--- src/rtl/core/rfd_pkg.sv ---
// ----------------------------------------------------------------------------
// rfd_pkg
// Shared types, constants and pattern tables for the radar frame deframer.
// ----------------------------------------------------------------------------
package rfd_pkg;

    // payload store bound and derived widths
    localparam int MAX_PAYLOAD = 64;
    localparam int ADDR_W      = $clog2(MAX_PAYLOAD);
    localparam int CNT_W       = $clog2(MAX_PAYLOAD + 1);

    // output field widths
    localparam int IDX_W   = 6;
    localparam int LEN_W   = 7;
    localparam int TDATA_W = 24;

    // frame kinds
    localparam logic KIND_REPORT = 1'b0;
    localparam logic KIND_ACK    = 1'b1;

    // header and trailer bytes
    localparam logic [7:0] HDR_RPT_0 = 8'hF4;
    localparam logic [7:0] HDR_RPT_1 = 8'hF3;
    localparam logic [7:0] HDR_RPT_2 = 8'hF2;
    localparam logic [7:0] HDR_RPT_3 = 8'hF1;
    localparam logic [7:0] HDR_ACK_0 = 8'hFD;
    localparam logic [7:0] HDR_ACK_1 = 8'hFC;
    localparam logic [7:0] HDR_ACK_2 = 8'hFB;
    localparam logic [7:0] HDR_ACK_3 = 8'hFA;
    localparam logic [7:0] TRL_RPT_0 = 8'hF8;
    localparam logic [7:0] TRL_RPT_1 = 8'hF7;
    localparam logic [7:0] TRL_RPT_2 = 8'hF6;
    localparam logic [7:0] TRL_RPT_3 = 8'hF5;
    localparam logic [7:0] TRL_ACK_0 = 8'h04;
    localparam logic [7:0] TRL_ACK_1 = 8'h03;
    localparam logic [7:0] TRL_ACK_2 = 8'h02;
    localparam logic [7:0] TRL_ACK_3 = 8'h01;

    // write request into the payload store
    typedef struct packed {
        logic              en;
        logic [ADDR_W-1:0] addr;
        logic [7:0]        data;
    } t_store_wr;

    // frame accepted on a good trailer
    typedef struct packed {
        logic             valid;
        logic             kind;
        logic [LEN_W-1:0] length;
    } t_frame_done;

    function automatic logic [7:0] head_byte(input logic kind, input logic [1:0] pos);
        logic [7:0] b;
        unique case (pos)
            2'd0:    b = (kind == KIND_ACK) ? HDR_ACK_0 : HDR_RPT_0;
            2'd1:    b = (kind == KIND_ACK) ? HDR_ACK_1 : HDR_RPT_1;
            2'd2:    b = (kind == KIND_ACK) ? HDR_ACK_2 : HDR_RPT_2;
            default: b = (kind == KIND_ACK) ? HDR_ACK_3 : HDR_RPT_3;
        endcase
        return b;
    endfunction

    function automatic logic [7:0] tail_byte(input logic kind, input logic [1:0] pos);
        logic [7:0] b;
        unique case (pos)
            2'd0:    b = (kind == KIND_ACK) ? TRL_ACK_0 : TRL_RPT_0;
            2'd1:    b = (kind == KIND_ACK) ? TRL_ACK_1 : TRL_RPT_1;
            2'd2:    b = (kind == KIND_ACK) ? TRL_ACK_2 : TRL_RPT_2;
            default: b = (kind == KIND_ACK) ? TRL_ACK_3 : TRL_RPT_3;
        endcase
        return b;
    endfunction

endpackage

--- src/rtl/core/radar_frame_deframer.sv ---
// ----------------------------------------------------------------------------
// radar_frame_deframer
// Deframes header / length / payload / trailer frames from a serial byte
// stream and replays the payload of each good frame from a byte store.
// ----------------------------------------------------------------------------
//  channel   direction  tdata                                  tuser / tlast
//  s_axis    in         rx_byte[7:0]                           -
//  m_axis    out        payload_byte, byte_index, payload_len  frame_kind / last
//
//  while parsing, one received byte is taken every cycle.
//  after a good trailer, input stalls while the payload is read back from the
//  64-byte store (one registered read port): with the sink always ready,
//  one payload byte a cycle.
//  input reopens as soon as the final byte sits in the output register.
//  reset is synchronous and clears control state; the store is not cleared.
//  a stalled sink holds the output register and pauses store reads.
// ----------------------------------------------------------------------------
module radar_frame_deframer import rfd_pkg::*; (
    input  logic               i_clk,
    input  logic               i_rst_n,
    input  logic               s_axis_tvalid,
    output logic               s_axis_tready,
    input  logic [7:0]         s_axis_tdata,   // [7:0] rx_byte
    output logic               m_axis_tvalid,
    input  logic               m_axis_tready,
    output logic [TDATA_W-1:0] m_axis_tdata,   // [7:0] payload_byte, [13:8] byte_index,
                                               // [20:14] payload_length, [23:21] zero
    output logic               m_axis_tlast,
    output logic               m_axis_tuser    // [0] frame_kind
);

    localparam logic MODE_PARSE = 1'b0;
    localparam logic MODE_READ  = 1'b1;

    t_store_wr   wr;
    t_frame_done done;

    logic              byte_req;
    logic              out_free;
    logic              rd_issue;
    logic              rd_load;
    logic              pend_last;

    logic [7:0]        r_mem [MAX_PAYLOAD];
    logic [7:0]        r_mem_q;

    logic              r_mode, n_mode;
    logic              r_kind, n_kind;
    logic [LEN_W-1:0]  r_len, n_len;
    logic [CNT_W-1:0]  r_issue, n_issue;
    logic              r_pend, n_pend;
    logic [ADDR_W-1:0] r_pend_idx, n_pend_idx;

    logic              r_out_valid, n_out_valid;
    logic [7:0]        r_out_byte;
    logic [IDX_W-1:0]  r_out_idx;
    logic [LEN_W-1:0]  r_out_len;
    logic              r_out_last;
    logic              r_out_kind;

    assign s_axis_tready = (r_mode == MODE_PARSE);
    assign byte_req      = s_axis_tvalid && s_axis_tready;

    rfd_parser u_parser (
        .i_clk      (i_clk),
        .i_rst_n    (i_rst_n),
        .i_byte_req (byte_req),
        .i_byte     (s_axis_tdata),
        .o_wr       (wr),
        .o_done     (done)
    );

    // payload store: one write port from the parser, one registered read port
    always_ff @(posedge i_clk) begin
        if (wr.en) begin
            r_mem[wr.addr] <= wr.data;
        end
        if (rd_issue) begin
            r_mem_q <= r_mem[r_issue[ADDR_W-1:0]];
        end
    end

    assign out_free  = !r_out_valid || m_axis_tready;
    assign rd_load   = r_pend && out_free;
    assign rd_issue  = (r_mode == MODE_READ) && (r_issue < CNT_W'(r_len))
                       && (!r_pend || out_free);
    assign pend_last = (CNT_W'(r_pend_idx) + CNT_W'(1)) == CNT_W'(r_len);

    always_comb begin
        n_mode      = r_mode;
        n_kind      = r_kind;
        n_len       = r_len;
        n_issue     = r_issue;
        n_pend      = r_pend;
        n_pend_idx  = r_pend_idx;
        n_out_valid = r_out_valid;
        if (m_axis_tready) begin
            n_out_valid = 1'b0;
        end
        if (rd_load) begin
            n_out_valid = 1'b1;
            n_pend      = 1'b0;
            if (pend_last) begin
                n_mode = MODE_PARSE;
            end
        end
        if (rd_issue) begin
            n_pend     = 1'b1;
            n_pend_idx = r_issue[ADDR_W-1:0];
            n_issue    = r_issue + CNT_W'(1);
        end
        if (done.valid) begin
            n_mode  = MODE_READ;
            n_kind  = done.kind;
            n_len   = done.length;
            n_issue = '0;
        end
    end

    always_ff @(posedge i_clk) begin
        if (!i_rst_n) begin
            r_mode      <= MODE_PARSE;
            r_kind      <= KIND_REPORT;
            r_len       <= '0;
            r_issue     <= '0;
            r_pend      <= 1'b0;
            r_pend_idx  <= '0;
            r_out_valid <= 1'b0;
        end else begin
            r_mode      <= n_mode;
            r_kind      <= n_kind;
            r_len       <= n_len;
            r_issue     <= n_issue;
            r_pend      <= n_pend;
            r_pend_idx  <= n_pend_idx;
            r_out_valid <= n_out_valid;
        end
    end

    always_ff @(posedge i_clk) begin
        if (rd_load) begin
            r_out_byte <= r_mem_q;
            r_out_idx  <= IDX_W'(r_pend_idx);
            r_out_len  <= r_len;
            r_out_last <= pend_last;
            r_out_kind <= r_kind;
        end
    end

    assign m_axis_tvalid = r_out_valid;
    assign m_axis_tdata  = {3'b000, r_out_len, r_out_idx, r_out_byte};
    assign m_axis_tlast  = r_out_last;
    assign m_axis_tuser  = r_out_kind;

endmodule

--- src/rtl/core/rfd_parser.sv ---
// ----------------------------------------------------------------------------
// rfd_parser
// Header hunt, length capture, payload store writes and trailer check.
// ----------------------------------------------------------------------------
module rfd_parser import rfd_pkg::*; (
    input  logic        i_clk,
    input  logic        i_rst_n,
    input  logic        i_byte_req,
    input  logic [7:0]  i_byte,
    output t_store_wr   o_wr,
    output t_frame_done o_done
);

    localparam logic [2:0] PH_HUNT   = 3'd0;
    localparam logic [2:0] PH_LEN_LO = 3'd1;
    localparam logic [2:0] PH_LEN_HI = 3'd2;
    localparam logic [2:0] PH_DATA   = 3'd3;
    localparam logic [2:0] PH_TRAIL  = 3'd4;

    logic [2:0]       r_phase, n_phase;
    logic [1:0]       r_match, n_match;
    logic             r_kind, n_kind;
    logic [7:0]       r_len_lo, n_len_lo;
    logic [LEN_W-1:0] r_length, n_length;
    logic [CNT_W-1:0] r_count, n_count;

    logic [15:0]      len_full;
    logic [CNT_W-1:0] count_inc;

    assign len_full  = {i_byte, r_len_lo};
    assign count_inc = r_count + CNT_W'(1);

    always_comb begin
        n_phase  = r_phase;
        n_match  = r_match;
        n_kind   = r_kind;
        n_len_lo = r_len_lo;
        n_length = r_length;
        n_count  = r_count;
        o_wr     = '0;
        o_done   = '0;
        if (i_byte_req) begin
            unique case (r_phase)
                PH_HUNT: begin
                    if (r_match != 2'd0 && i_byte == head_byte(r_kind, r_match)) begin
                        if (r_match == 2'd3) begin
                            n_match = 2'd0;
                            n_phase = PH_LEN_LO;
                        end else begin
                            n_match = r_match + 2'd1;
                        end
                    end else begin
                        // restart the match, the byte itself may open a header
                        priority if (i_byte == HDR_RPT_0) begin
                            n_kind  = KIND_REPORT;
                            n_match = 2'd1;
                        end else if (i_byte == HDR_ACK_0) begin
                            n_kind  = KIND_ACK;
                            n_match = 2'd1;
                        end else begin
                            n_match = 2'd0;
                        end
                    end
                end
                PH_LEN_LO: begin
                    n_len_lo = i_byte;
                    n_phase  = PH_LEN_HI;
                end
                PH_LEN_HI: begin
                    if (len_full == 16'd0 || len_full > 16'(MAX_PAYLOAD)) begin
                        n_phase = PH_HUNT;
                        n_match = 2'd0;
                    end else begin
                        n_length = len_full[LEN_W-1:0];
                        n_count  = '0;
                        n_phase  = PH_DATA;
                    end
                end
                PH_DATA: begin
                    o_wr.en   = 1'b1;
                    o_wr.addr = r_count[ADDR_W-1:0];
                    o_wr.data = i_byte;
                    n_count   = count_inc;
                    if (count_inc >= CNT_W'(r_length)) begin
                        n_match = 2'd0;
                        n_phase = PH_TRAIL;
                    end
                end
                PH_TRAIL: begin
                    n_match = 2'd0;
                    n_phase = PH_HUNT;
                    if (i_byte == tail_byte(r_kind, r_match)) begin
                        if (r_match == 2'd3) begin
                            o_done.valid  = 1'b1;
                            o_done.kind   = r_kind;
                            o_done.length = r_length;
                        end else begin
                            n_match = r_match + 2'd1;
                            n_phase = PH_TRAIL;
                        end
                    end
                end
                default: begin
                    n_phase = PH_HUNT;
                    n_match = 2'd0;
                end
            endcase
        end
    end

    always_ff @(posedge i_clk) begin
        if (!i_rst_n) begin
            r_phase  <= PH_HUNT;
            r_match  <= 2'd0;
            r_kind   <= KIND_REPORT;
            r_len_lo <= 8'd0;
            r_length <= '0;
            r_count  <= '0;
        end else begin
            r_phase  <= n_phase;
            r_match  <= n_match;
            r_kind   <= n_kind;
            r_len_lo <= n_len_lo;
            r_length <= n_length;
            r_count  <= n_count;
        end
    end

endmodule
--- config.mk ---
export PLATFORM = sky130hd
export DESIGN_NAME = radar_frame_deframer
export DESIGN_NICKNAME = d
export VERILOG_FILES = /design/src/rtl/core/rfd_pkg.sv /design/src/rtl/core/radar_frame_deframer.sv /design/src/rtl/core/rfd_parser.sv
export SDC_FILE = /design/constraint.sdc
export NUM_CORES = 1
export LEC_CHECK = 0
export BUFFER_PORTS_ARGS = -buffer_cell sky130_fd_sc_hd__buf_4
export CORE_MARGIN = 2
export CORE_UTILIZATION = 56
export DETAILED_ROUTE_END_ITERATION = 6
export HOLD_SLACK_MARGIN = 0.1
export PLACE_DENSITY = 0.75
export SYNTH_ARGS = -nofsm -noshare
export SYNTH_HDL_FRONTEND = slang
export SYNTH_SLANG_ARGS = --single-unit
--- constraint.sdc ---
create_clock -name i_clk -period 2.41 [get_ports i_clk]
set_input_delay 0.1205 -clock i_clk [delete_from_list [all_inputs] [get_ports i_clk]]
set_output_delay 0.1205 -clock i_clk [all_outputs]
set_load 0.005 [all_outputs]
# --- Word-level counts from Yosys, hierarchy flattened ---
# Memories as Yosys holds them, arrays and structs flattened. A register that Yosys moved wholly into a read port is not among the register bits.
# Cells that the tools add are included.
# Widths: inputs -> output; s select.
totals:
  ff_bits: 75
  mem_bits_rw: 512
  inputBits: 12
  output_inout_bits: 28
  wordCells: 124
  n_memories: 1
mem_list:
  columns: ["memory", "words", "width", "read_ports", "rd_ports_with_merged_regs", "write_ports", "line", "source"]
  rows:
  - ["r_mem", 64, 8, 1, 1, 1, "radar_frame_deframer.sv:44", "logic [7:0] r_mem [MAX_PAYLOAD];"]
classes:
  n_addsub: 4
  order_cmp: 3
  eq_ne: 17
  n_mux: 48
  bitwise_logic: 5
  reduce_logical: 28
ops:
  columns: ["op", "count"]
  rows:
  - ["$mux 8", 8]
  - ["$pmux 8 s3", 2]
  - ["$mux 9", 4]
  - ["$mux 15", 2]
  - ["$eq 8x8->1", 2]
  - ["$eq 8x8->1 const B", 2]
  - ["$gt 16x7->1 const B", 1]
  - ["$logic_not 16->1", 1]
  - ["$mux 4", 4]
  - ["$mux 3", 5]
  - ["$pmux 3 s5", 1]
  - ["$add 7x1->7 const B", 2]
  - ["$mux 2", 7]
  - ["$pmux 7 s2", 1]
  - ["$reduce_bool 2->1", 7]
  - ["$mux 1", 12]
  - ["$reduce_and 4->1", 3]
  - ["$pmux 2 s5", 1]
  - ["$ne 2x1->1 const B", 4]
  - ["$add 6x1->7 const B", 1]
  - ["$eq 7x7->1", 1]
  - ["$ge 7x7->1", 1]
  - ["$lt 7x7->1", 1]
  - ["$mux 7", 1]
  - ["16 further kinds", 31]

# --- Longest topological paths before layout ---
logic_depth:
  ltp_word: 10
  depth_mapped: 11
  ltp_nobuf: 11

# --- By module ---
# A second synthesis with hierarchy kept.
unflattened:
  cells_unflattened: 1305
  area_unflattened_um2: 24184.4
by_module_without_submodules:
  columns: ["mod", "n_inst", "cells_per_inst", "area_per_inst_um2", "seq_area_each_um2"]
  rows:
  - ["radar_frame_deframer", 1, 1054, 22177.5, 16786.1]
  - ["rfd_parser", 1, 251, 2006.9, 560.5]

# --- Worst setup path after synthesis ---
# No wires, ideal clock.
synth_timing:
  kind: "register to register"
  start: "reg u_parser.r_count[0]"
  end: "reg u_parser.r_match[0]"
  setup_time_ns: 0.074
  arrival_time_ns: 2.295
  t_required_ns: 2.336
  slack_ns: 0.041
  stages_incl_launch_ff: 12
  n_path_buf: 0
  synth_period_minus_slack_ns: 2.369
  cell_sequence: "dfxtp_1 > ha_1 > nand3_1 > nor2_1 > xor2_1 > ha_1 > and2_1 > o2111ai_1 > o211a_1 > nor3_1 > o21ai_0 > a31oi_1"
synth_via:
  elab_chain_cells: 4
synth_lines:
  columns: ["element", "line", "source"]
  rows:
  - ["from (decl)", "rfd_parser.sv:25", "logic [CNT_W-1:0] r_count, n_count;"]
  - ["from (signal assigned)", "rfd_parser.sv:125", "r_count <= n_count;"]
  - ["$add 7x1->7", "rfd_parser.sv:31", "assign count_inc = r_count + CNT_W'(1);"]
  - ["$ge 7x7->1", "rfd_parser.sv:84", "if (count_inc >= CNT_W'(r_length)) begin"]
  - ["$ne 2x1->1 (no line)", null, null]
  - ["$reduce_and 4->1 (no line)", null, null]
  - ["to (signal assigned)", "rfd_parser.sv:121", "r_match <= n_match;"]
  - ["to (decl)", "rfd_parser.sv:21", "logic [1:0] r_match, n_match;"]
# No other way between the ends.
# A chain may end at the register's enable or synchronous reset.

# --- Worst setup path after layout ---
layout_timing:
  start: "reg r_issue[0]"
  end: "reg r_mem_q[4], read port of r_mem, data pin"
layout_via:
  elab_chain_cells: 3
layout_lines:
  columns: ["element", "line", "source"]
  rows:
  - ["from (decl)", "radar_frame_deframer.sv:50", "logic [CNT_W-1:0] r_issue, n_issue;"]
  - ["from (signal assigned)", "radar_frame_deframer.sv:133", "r_issue <= n_issue;"]
  - ["$lt 7x7->1", "radar_frame_deframer.sv:85", "assign rd_issue = (r_mode == MODE_READ) && (r_issue < CNT_W'(r_len))"]
  - ["$logic_and 1x1->1", "radar_frame_deframer.sv:85", null]
  - ["$logic_and 1x1->1", "radar_frame_deframer.sv:86", "&& (!r_pend || out_free);"]
  - ["to (decl)", "radar_frame_deframer.sv:45", "logic [7:0] r_mem_q;"]
# Parallel ways exist; a longest one is shown, timed or not.

==> results.toml <==
[hold_path]
hp-class = "input port to flip-flop"
hold_depth = 4

[sta]
rsz0062_at_grt = "yes"
tightest_slew_ps = 996.6
skew_ps = 33.00
finalSetupViolCount = 0
finalHoldViolCount = 0
drv_slew = 0
finalWorstSetupSlack_ps = 33.11
finalCritPeriodShare = 0.9863
max_freq_ghz = 0.4207
maxSlewHeadroom = 0.3349
min_period_ps = 2377

[clocking]
cts_buffers = 58
clk_pin_slew_ps = 60
clkSinkCount = 595
clk_path_buf_depth = 3
htreeDepth = 2
cts_tree = "done"
clk_latency_ps = 620
clockRootBuffer = "clkbuf_16"

[logic_synthesis]
ys_seq_area_frac = 0.7228
synthTopCellsByArea = "edfxtp_1 (68%), mux4_2 (11%), dfxtp_1 (4.3%)"
synth-async-reset-ratio = 0
post-synth-top-area-fraction = 0.6795
synth-edff-count = 543
synth_top_area_cell = "edfxtp_1"
syn_area_um2 = 24000
syn_inst = 1339
synth_cell_types = 63
synth-seq-cells = 595
yosysWarnings = 0
avgSynthCellArea_um2 = 17.92
synth-main-ff-cell = "edfxtp_1"

[detailed_routing]
drc = 0
via_count = 13570
drt-initial-drc-count = 1749
first_pass_iters = 7
vias_per_cell = 6.383
wl_um = 56810
ant_nets = 0
wl_per_cell_um = 26.72

[worst_setup_path]
required_ps = 2780
reg2reg_depth = 8
cp.arrival_ps = 2740
critPathLaunchType = "flip-flop"
end_kind = "flip-flop"
worst-setup-path-type = "flip-flop to flip-flop"
cp_max_fo = 12

[global_routing]
grt_max_degree = 65
antenna_found_initial = 1
gr-total-overflow = 0
grt_pass1_vias = 13710
gr-usage-all-layers = 0.2621
grt_pass1_wl_um = 85730

[power]
power_w = 0.02029
cellInternalPower_w = 0.01643
power_frac_seq = 0.546
leakagePower_nw = 7.818
combPwrFrac = 0.005
ir_drop_mv = 0.6024
swShare = 0.1902
switchingPower_w = 0.003859
p_per_area_nw_per_um2 = 718.8
p_clk_frac = 0.449

[cells_and_area]
n_antenna_cell = 0
design_area_um2 = 28220
fin_util = 0.6698
syn_to_final_growth_pct = 17.60
drive_above_1_share = 0.2867
nets = 1573

[place]
gp_congestion = 0.8742
dp_slack_ps = -275.3
dp_hpwl_um = 35140
port_buffers = 36
placed_cell_area_um2 = 25920

[floorplan]
rows = 75
fp.dieW_um = 211.0
die_area_um2 = 44530
die_h_um = 211.0
pin_count = 40
start_util = 0.5696
core_um2 = 42130

[status]
status = "completed"

[run]
drv_cap = 0
[worst max-delay path: stages (launching register included)]
cell	delay, ps
dfxtp_4	390
buf_12	120
buf_12	100
buf_12	150
mux4_2	520
mux2i_2	270
nor2_1	90
a221oi_1	370
nand2_1	90
[state kept, by name (all words and copies together), names as in the netlist, 2 cells and up]
register           count
r_pend_idx             6
r_issue                7
r_len                  7
u_parser.r_len_lo      8
r_mem_q                8
r_out_byte             8
r_mem                512
r_out_len              7
u_parser.r_count       7
r_out_idx              6
u_parser.r_match       2
u_parser.r_length      7
u_parser.r_phase       3
[final timing paths]
check	startpoint	endpoint	slack (ps)
worst min register to register	r_kind	m_axis_tuser	440
worst max-delay path	r_issue[0]	r_mem_q[4]	30
worst min-delay path	s_axis_tdata[5]	u_parser.r_len_lo[5]	360
worst max register to register	r_issue[0]	r_mem_q[4]	30
[Yosys cell counts (4+ instances only)]
library cell / number
a31oi_1: 4
nand2_1: 57
a21oi_1: 28
mux4_1: 9
o21ai_0: 20
inv_1: 20
nand2b_1: 8
o21a_1: 7
nand3b_1: 5
nand3_1: 55
o211ai_1: 5
a22o_1: 6
mux2i_1: 34
xnor2_1: 12
and2_1: 7
edfxtp_1: 543
a221oi_1: 8
nor3b_1: 5
o22ai_1: 8
buf_2: 20
ha_1: 20
nor2_1: 108
nor3_1: 16
nand4_1: 7
nor2b_1: 17
a22oi_1: 16
buf_4: 8
xor2_1: 13
buf_6: 7
clkbuf_1: 34
and3_1: 12
dfxtp_1: 52
mux4_2: 120
buf_12: 4
[cells in the final DEF (no fill, tap or decap), types with 23 or more instances in the layout]
cell         n
nand2_1     55
clkbuf_16   59
nand3_1     53
mux2i_1     32
mux4_2     121
dfxtp_1     48
buf_12      23
a21oi_1     26
nor2_1      99
buf_4      177
edfxtp_1   543
[layout make-up]
cell class,instances,area (µm²)
flip-flops and latches,595,17360
fillers,2651,13910
multi-input cells,651,6269
repair buffers,215,1947
clock buffers,75,1556
well taps,539,674.4
clock inverters,31,344.1
inverters,20,75.07
[kinds of logic (layout without fill, tap and decap cells)]
group	after synthesis	count (layout)	synth area share
flops	595	595	0.7228
simple gates	312	312	0.06204
mux	163	163	0.1367
compound gates	128	128	0.03671
buf+inv	95	341	0.02205
xor+xnor	25	25	0.009124
fa+ha+maj	20	20	0.01043
other cells	1	3	0.0001563
[power groups by stage]
| stage | clock network, W | registers (W) | logic, W |
|---|---|---|---|
| final | 0.00910 | 0.0111 | 0.000101 |
| after global routing | 0.00957 | 0.0111 | 0.000109 |
| after CTS | 0.00919 | 0.0111 | 0.0000979 |
| after detailed placement | 0 | 0.0113 | 0.0000823 |
| after global placement | 0 | 0.0113 | 0.0000808 |
| after floorplan | 0 | 0.0113 | 0.0000526 |
[layer usage]
layer,global-route usage,vias up,part of all wire
met2,0.4154,777,0.48
li1,-,5746,-
met5,0,-,0.00016
met3,0.05337,131,0.093
met4,0.09762,2,0.033
met1,0.3650,6915,0.39
[what timing repair did]
item	4_1_cts	5_1_grt
pin swaps	0	3
gates resized for setup	7	32
endpoints found under the setup margin	25	190
buffers inserted	10	3
hold buffers	12	0
endpoints found under the hold margin	30	0
[per-stage QoR]
| stage | hold slack, ps | setup TNS (ps) | instances |
|---|---|---|---|
| after global placement | 415.4 | -755.1 | 1995 |
| after CTS | 326.9 | 0 | 2123 |
| final | 357.3 | 0 | 2126 |
| after global routing | 356.3 | -481.8 | 2126 |
| after floorplan | 268.0 | 0 | 1341 |
| after detailed placement | 421.8 | -1081 | 1995 |
Note: power is estimated with default switching activity, not from simulation.
